<file path="config.mk">
export PLATFORM = sky130hd
export DESIGN_NAME = pdash_ctrl
export DESIGN_NICKNAME = d
export VERILOG_FILES = /design/src/hdl/pdash_pkg.sv /design/src/hdl/pdash_ctrl.sv
export SDC_FILE = /design/constraint.sdc
export NUM_CORES = 1
export LEC_CHECK = 0
export BUFFER_PORTS_ARGS = -buffer_cell sky130_fd_sc_hd__buf_2
export CORE_MARGIN = 4
export CORE_UTILIZATION = 44
export DETAILED_ROUTE_END_ITERATION = 7
export PLACE_DENSITY = 0.76
export SYNTH_ARGS = -nofsm -noshare
export SYNTH_HDL_FRONTEND = slang
export SYNTH_SLANG_ARGS = --single-unit
export TNS_END_PERCENT = 30
</file>
<file path="constraint.sdc">
create_clock -name clk_i -period 2.5 [get_ports clk_i]
set_input_delay 0.125 -clock clk_i [delete_from_list [all_inputs] [get_ports clk_i]]
set_output_delay 0.125 -clock clk_i [all_outputs]
set_load 0.02 [all_outputs]
</file>
<file path="src/hdl/pdash_pkg.sv">
// ----------------------------------------------------------------------------
// pdash_pkg
// Shared types, constants and pattern helpers for the polyline dash splitter.
// ----------------------------------------------------------------------------
package pdash_pkg;

  localparam int unsigned PATTERN_SLOTS = 8;
  localparam int unsigned MAX_CUTS      = 64;
  localparam int unsigned NIBBLE_BITS   = 4;
  localparam int unsigned REG_NIBBLES   = 8;

  localparam int unsigned COORD_W  = 32;
  localparam int unsigned DASH_W   = 32;
  localparam int unsigned PAT_W    = NIBBLE_BITS * REG_NIBBLES;
  localparam int unsigned SCALE_W  = 16;
  localparam int unsigned FRAC_SH  = 8;
  localparam int unsigned TARGET_W = NIBBLE_BITS + SCALE_W + FRAC_SH;
  localparam int unsigned DIFF_W   = COORD_W + 1;
  localparam int unsigned ROOT_W   = COORD_W;
  localparam int unsigned LEN_W    = ROOT_W + 1;
  localparam int unsigned RAD_W    = 2 * ROOT_W;
  localparam int unsigned DVD_W    = 64;
  localparam int unsigned MUL_W    = DIFF_W;
  localparam int unsigned SLOT_W   = $clog2(PATTERN_SLOTS);
  localparam int unsigned NPAT_W   = $clog2(PATTERN_SLOTS + 1);
  localparam int unsigned CUT_W    = $clog2(MAX_CUTS + 1);
  localparam int unsigned CFG_IDX_W = 2;

  localparam logic [CFG_IDX_W-1:0] REG_DASH_PATTERN = CFG_IDX_W'(0);
  localparam logic [CFG_IDX_W-1:0] REG_WIDTH_SCALE  = CFG_IDX_W'(1);
  localparam logic [SCALE_W-1:0]   WIDTH_SCALE_RST  = SCALE_W'(256);
  localparam logic [DASH_W-1:0]    DASH_MAX         = '1;

  typedef struct packed {
    logic signed [COORD_W-1:0] x_coord;
    logic signed [COORD_W-1:0] y_coord;
    logic                      start_of_line;
  } in_item_t;

  typedef struct packed {
    logic signed [COORD_W-1:0] out_x;
    logic signed [COORD_W-1:0] out_y;
    logic [DASH_W-1:0]         dash_id;
    logic                      last_of_run;
    logic                      truncated;
  } out_item_t;

  typedef enum logic {
    SRC_PEND,
    SRC_STATE
  } out_src_e;

  typedef struct packed {
    logic     in_load;
    logic     line_start;
    logic     solid;
    logic     cut_clear;
    logic     sq_x;
    logic     sq_y;
    logic     sq_add;
    logic     sqrt_start;
    logic     len_load;
    logic     finish;
    logic     trunc_finish;
    logic     rem_load;
    logic     mul_ix;
    logic     mul_iy;
    logic     div_start;
    logic     qx_load;
    logic     qy_load;
    logic     cut_step;
    logic     pend_load;
    logic     pend_clear;
    logic     out_load;
    out_src_e out_src;
    logic     out_last;
    logic     out_trunc;
  } cmd_t;

  typedef struct packed {
    logic sol;
    logic solid_pat;
    logic sqrt_done;
    logic div_done;
    logic reach;
    logic cut_full;
    logic pen_on;
    logic pend_v;
    logic out_free;
  } status_t;

  function automatic logic [NIBBLE_BITS-1:0] nibble_at(logic [PAT_W-1:0] pat,
                                                       logic [SLOT_W-1:0] k);
    nibble_at = NIBBLE_BITS'(pat >> (32'(k) * NIBBLE_BITS));
  endfunction

  // pairs are taken while the on length of the pair is nonzero
  function automatic logic [NPAT_W-1:0] slot_count(logic [PAT_W-1:0] pat);
    logic [NPAT_W-1:0] n;
    logic              run_ok;
    n = '0;
    run_ok = 1'b1;
    for (int p = 0; p < PATTERN_SLOTS / 2; p++) begin
      if (run_ok && (NIBBLE_BITS'(pat >> (2 * p * NIBBLE_BITS)) != '0)) begin
        n = n + NPAT_W'(2);
      end else begin
        run_ok = 1'b0;
      end
    end
    slot_count = n;
  endfunction

  function automatic logic [SLOT_W-1:0] slot_mod(logic [SLOT_W-1:0] s,
                                                 logic [NPAT_W-1:0] n);
    logic [NPAT_W-1:0] r;
    r = NPAT_W'(s);
    for (int i = 0; i < PATTERN_SLOTS / 2; i++) begin
      if (r >= n) begin
        r = r - n;
      end
    end
    slot_mod = SLOT_W'(r);
  endfunction

endpackage

</file>
<file path="src/hdl/pdash_ctrl.sv">
// ----------------------------------------------------------------------------
// pdash_ctrl
// Sequencer: walks one vertex through length, cut and emit steps.
// ----------------------------------------------------------------------------
module pdash_ctrl (
  input  logic               clk_i,
  input  logic               rst_ni,
  input  logic               in_valid_i,
  output logic               in_stall_o,
  input  pdash_pkg::status_t sts_i,
  output pdash_pkg::cmd_t    cmd_o
);

  typedef enum logic [4:0] {
    ST_IDLE,
    ST_START,
    ST_MULX,
    ST_MULY,
    ST_ADDSQ,
    ST_SQRT_GO,
    ST_SQRT_WAIT,
    ST_DECIDE,
    ST_MULIX,
    ST_DIVX_GO,
    ST_DIVX_WAIT,
    ST_MULIY,
    ST_DIVY_GO,
    ST_DIVY_WAIT,
    ST_STEP,
    ST_CUT_PEND,
    ST_EMIT_VTX,
    ST_EMIT_LAST
  } state_e;

  state_e state_q, state_d;
  logic   trunc_q, trunc_d;

  always_comb begin
    state_d = state_q;
    trunc_d = trunc_q;
    cmd_o   = '0;
    cmd_o.out_src = pdash_pkg::SRC_STATE;
    case (state_q)
      ST_IDLE: begin
        cmd_o.in_load = in_valid_i;
        if (in_valid_i) begin
          state_d = ST_START;
        end
      end
      ST_START: begin
        trunc_d = 1'b0;
        if (sts_i.sol) begin
          cmd_o.line_start = 1'b1;
          state_d = ST_EMIT_VTX;
        end else if (sts_i.solid_pat) begin
          cmd_o.solid = 1'b1;
          state_d = ST_EMIT_VTX;
        end else begin
          cmd_o.cut_clear = 1'b1;
          state_d = ST_MULX;
        end
      end
      ST_MULX: begin
        cmd_o.sq_x = 1'b1;
        state_d = ST_MULY;
      end
      ST_MULY: begin
        cmd_o.sq_y = 1'b1;
        state_d = ST_ADDSQ;
      end
      ST_ADDSQ: begin
        cmd_o.sq_add = 1'b1;
        state_d = ST_SQRT_GO;
      end
      ST_SQRT_GO: begin
        cmd_o.sqrt_start = 1'b1;
        state_d = ST_SQRT_WAIT;
      end
      ST_SQRT_WAIT: begin
        if (sts_i.sqrt_done) begin
          cmd_o.len_load = 1'b1;
          state_d = ST_DECIDE;
        end
      end
      ST_DECIDE: begin
        if (sts_i.reach) begin
          cmd_o.finish = 1'b1;
          if (sts_i.pen_on) begin
            state_d = ST_EMIT_VTX;
          end else if (sts_i.pend_v) begin
            state_d = ST_EMIT_LAST;
          end else begin
            state_d = ST_IDLE;
          end
        end else if (sts_i.cut_full) begin
          cmd_o.trunc_finish = 1'b1;
          trunc_d = 1'b1;
          state_d = ST_EMIT_VTX;
        end else begin
          cmd_o.rem_load = 1'b1;
          state_d = ST_MULIX;
        end
      end
      ST_MULIX: begin
        cmd_o.mul_ix = 1'b1;
        state_d = ST_DIVX_GO;
      end
      ST_DIVX_GO: begin
        cmd_o.div_start = 1'b1;
        state_d = ST_DIVX_WAIT;
      end
      ST_DIVX_WAIT: begin
        if (sts_i.div_done) begin
          cmd_o.qx_load = 1'b1;
          state_d = ST_MULIY;
        end
      end
      ST_MULIY: begin
        cmd_o.mul_iy = 1'b1;
        state_d = ST_DIVY_GO;
      end
      ST_DIVY_GO: begin
        cmd_o.div_start = 1'b1;
        state_d = ST_DIVY_WAIT;
      end
      ST_DIVY_WAIT: begin
        if (sts_i.div_done) begin
          cmd_o.qy_load = 1'b1;
          state_d = ST_STEP;
        end
      end
      ST_STEP: begin
        cmd_o.cut_step = 1'b1;
        state_d = ST_CUT_PEND;
      end
      // a cut waits in the pending slot until we know whether it ends the run
      ST_CUT_PEND: begin
        if (!sts_i.pend_v) begin
          cmd_o.pend_load = 1'b1;
          state_d = ST_MULX;
        end else if (sts_i.out_free) begin
          cmd_o.out_load  = 1'b1;
          cmd_o.out_src   = pdash_pkg::SRC_PEND;
          cmd_o.pend_load = 1'b1;
          state_d = ST_MULX;
        end
      end
      ST_EMIT_VTX: begin
        if (sts_i.out_free) begin
          cmd_o.out_load = 1'b1;
          if (sts_i.pend_v) begin
            cmd_o.out_src    = pdash_pkg::SRC_PEND;
            cmd_o.pend_clear = 1'b1;
          end else begin
            cmd_o.out_last  = 1'b1;
            cmd_o.out_trunc = trunc_q;
            state_d = ST_IDLE;
          end
        end
      end
      ST_EMIT_LAST: begin
        if (sts_i.out_free) begin
          cmd_o.out_load   = 1'b1;
          cmd_o.out_src    = pdash_pkg::SRC_PEND;
          cmd_o.out_last   = 1'b1;
          cmd_o.pend_clear = 1'b1;
          state_d = ST_IDLE;
        end
      end
      default: begin
        state_d = ST_IDLE;
      end
    endcase
  end

  always_ff @(posedge clk_i or negedge rst_ni) begin
    if (!rst_ni) begin
      state_q <= ST_IDLE;
      trunc_q <= 1'b0;
    end else begin
      state_q <= state_d;
      trunc_q <= trunc_d;
    end
  end

  assign in_stall_o = (state_q != ST_IDLE);

endmodule

</file>
==> out/metrics.cfg <==
[die]
boundaryPins = 37
start_util_pct = 46.84
die_y_um = 48.05
coreArea_um2 = 1506
rows = 14
dieWidth_um = 48.05
die_area_um2 = 2308

[final_layout]
fill_cells = 149
fin_area_um2 = 930.9
seq_area_um2 = 150.1
multi_input_area_um2 = 506.7
layout.nets = 147
syn_to_final_growth_pct = 31.91
layout-drive-gt1-share_pct = 37.59
antenna_cells = 0

[yosys]
ys_warn_count = 0
netlist_top_cells_count = 12 x nor2_1, 11 x nand2_1, 10 x nor3_1, 6 x dfrtp_1, 5 x o31ai_1
ys_seq_area_share_pct = 21.28
netlist_area_um2 = 705.7
synth_flop_cell = dfrtp_1
yosysTopAreaCellShare_pct = 21.28
ys_types = 40
syn_inst = 96
synth.most_common_cell = nor2_1
synth_area_leader_cell = dfrtp_1
synthArstFlopShare_pct = 100.0
synth_area_per_cell_um2 = 7.351
synth.area.top_cells = dfrtp_1 21%, nor3_1 7.1%, nor2_1 6.4%
synth-edff-count = 0
ys_ff_latch = 6
synth_fp_nets = 108

[global_route]
grt_pass1_wl_mm = 2.967
grt_usage_pct = 18.57
antenna_found_initial = 0
grt_max_degree = 17
grt_overflow_total = 0
grt_pass1_vias = 697

[pwr]
power.density_nw_per_um2 = 979.7
peakVddDrop_v = 0.0007044
p_leak_nw = 0.4609

[clocking]
numCtsBuffers = 3
cts.sinks = 6
htreeDepth = 1
clock-root-buffer = clkbuf_4
cts_tree = yes
cts_resized = 0
clock_path_buffers = 2
clkLatencyLatePin_ns = 0.24
clk_pin_slew_ns = 0.04

[sta]
finalCritPeriodShare_pct = 81.73
clock.fmax_mhz = 489.4
worst_slew_pin_slew_ns = 0.4450
final_max_slew_viol_count = 0
finClkSkew_ns = 0.001519
rsz0062_at_grt = false
setup_viol = 0
fin_ws_ns = 0.4569
hold_viol_final = 0
whs_ns = 0.2090
relSlewSlack_pct = 70.34
period_needed_ns = 2.043
setup_tns_ns = 0

[hold_path]
min_path_type = in2reg
hold_start = sts_i[3]

[critical_path]
critPathKind = reg2reg
cp-start-kind = register
crit_fanout = 16
path_cells = nand3b_1 > or3b_1 > o311ai_2 > or2_4 > mux2_4
required_ns = 2.62
cp_top_family = simple AND/OR/NAND/NOR gates
crit_start = state_q[4]
critical_path.endpoint_type = register
slowest_stage = dfrtp_1
crit_arrival_ns = 2.17
crit_buf_inv = 0
cpPeakStageDelay_ns = 0.53
r2r-start = state_q[4]

[status]
status = complete, no violations

[drt]
drtIter0Drc = 20
wl_per_cell_um = 13.17
vias = 852
drtAntennaViolNets = 0
wl_mm = 1.962
via_per_inst = 5.718
drt-pass1-iter-count = 4
drc = 0

[placement]
place_congestion = 0.9514
port_buffers = 36
placed_area_um2 = 898.4
post-place-ws_ns = 0.4704
hpwl_mm = 1.611

[run]
maxCapViolCount = 0

-- logic make-up (layout without fill, tap and decap cells) --
family                    after synthesis  after routing  synth area share, %
muxes                                   2              2                3.546
buffers and inverters                   9             46                6.914
DFF                                     6              6                21.28
and+or+nand+nor                        59             59                45.21
xor gates and xnor gates                1              1                1.241
AOI/OAI and AO/OA                      19             19                21.81
-- through the flow --
step,instances,util [%],power [mW]
final,149,61.79,0.9120
after global routing,149,61.79,0.9909
after floorplan,96,-,0.6538
after CTS,149,61.79,0.9120
after global placement,145,59.63,0.8183
after detailed placement,145,59.63,0.8237
-- state kept, by name, indices dropped and copies added (netlist names) --
name     cells
state_q      5
trunc_q      1
-- area by class of cell --
class                   count  area share [%]
clock buffers               3           2.419
inverters                   1          0.4032
multi-input cells          81           54.44
flip-flops and latches      6           16.13
well taps                  16           2.151
repair buffers             42           24.46
-- worst register-to-register path, stage by stage, from the launching register on --
cell and delay (ns):
dfrtp_1 0.53, nand3b_1 0.32, or3b_1 0.44, o311ai_2 0.14
or2_4 0.21, mux2_4 0.29
-- layer usage --
| layer | track usage (%) | vias to the layer above | share of wire, % |
|---|---|---|---|
| met5 | 0 | - | 0 |
| li1 | - | 427 | - |
| met2 | 30.61 | 33 | 47 |
| met3 | 4.887 | 2 | 8.9 |
| met4 | 4.839 | 0 | 0.76 |
| met1 | 23.88 | 390 | 43 |
-- timing repair --
item,4_1_cts,5_1_grt
hold buffers,1,0
endpoints found under the hold margin,6,0
buffers inserted,0,0
-- final timing paths --
check	cells after the start	endpoint	slack, ns
setup / recovery	5	state_q[0]	0.46
hold / removal	3	state_q[3]	0.21
min in group asynchronous	2	state_q[0]	0.23
hold reg to reg	1	trunc_q	0.57
max in group asynchronous	2	state_q[3]	2.13
setup reg to reg	5	state_q[0]	0.46
-- power by group --
part | total [mW] | leakage (nW) | switching, mW | internal, mW
Combinational | 0.626 | 0.368 | 0.354 | 0.272
Clock | 0.0845 | 0.0138 | 0.0305 | 0.0540
Sequential | 0.202 | 0.0793 | 0.0732 | 0.129
-- placed cells by master (no fill, tap or decap), drive strengths merged, types with 2 or more instances in the layout --
cell,synthesis,final
a21oi,3,3
and2,2,2
and3,4,4
buf,4,41
clkbuf,4,3
dfrtp,6,6
nand2,11,11
nand2b,3,3
nand3,2,2
nor2,12,12
nor2b,3,3
nor3,10,10
nor3b,3,3
o21ai,2,2
o221ai,2,2
o31ai,5,5
or3b,2,2
Power figures use the tool's default switching activity.
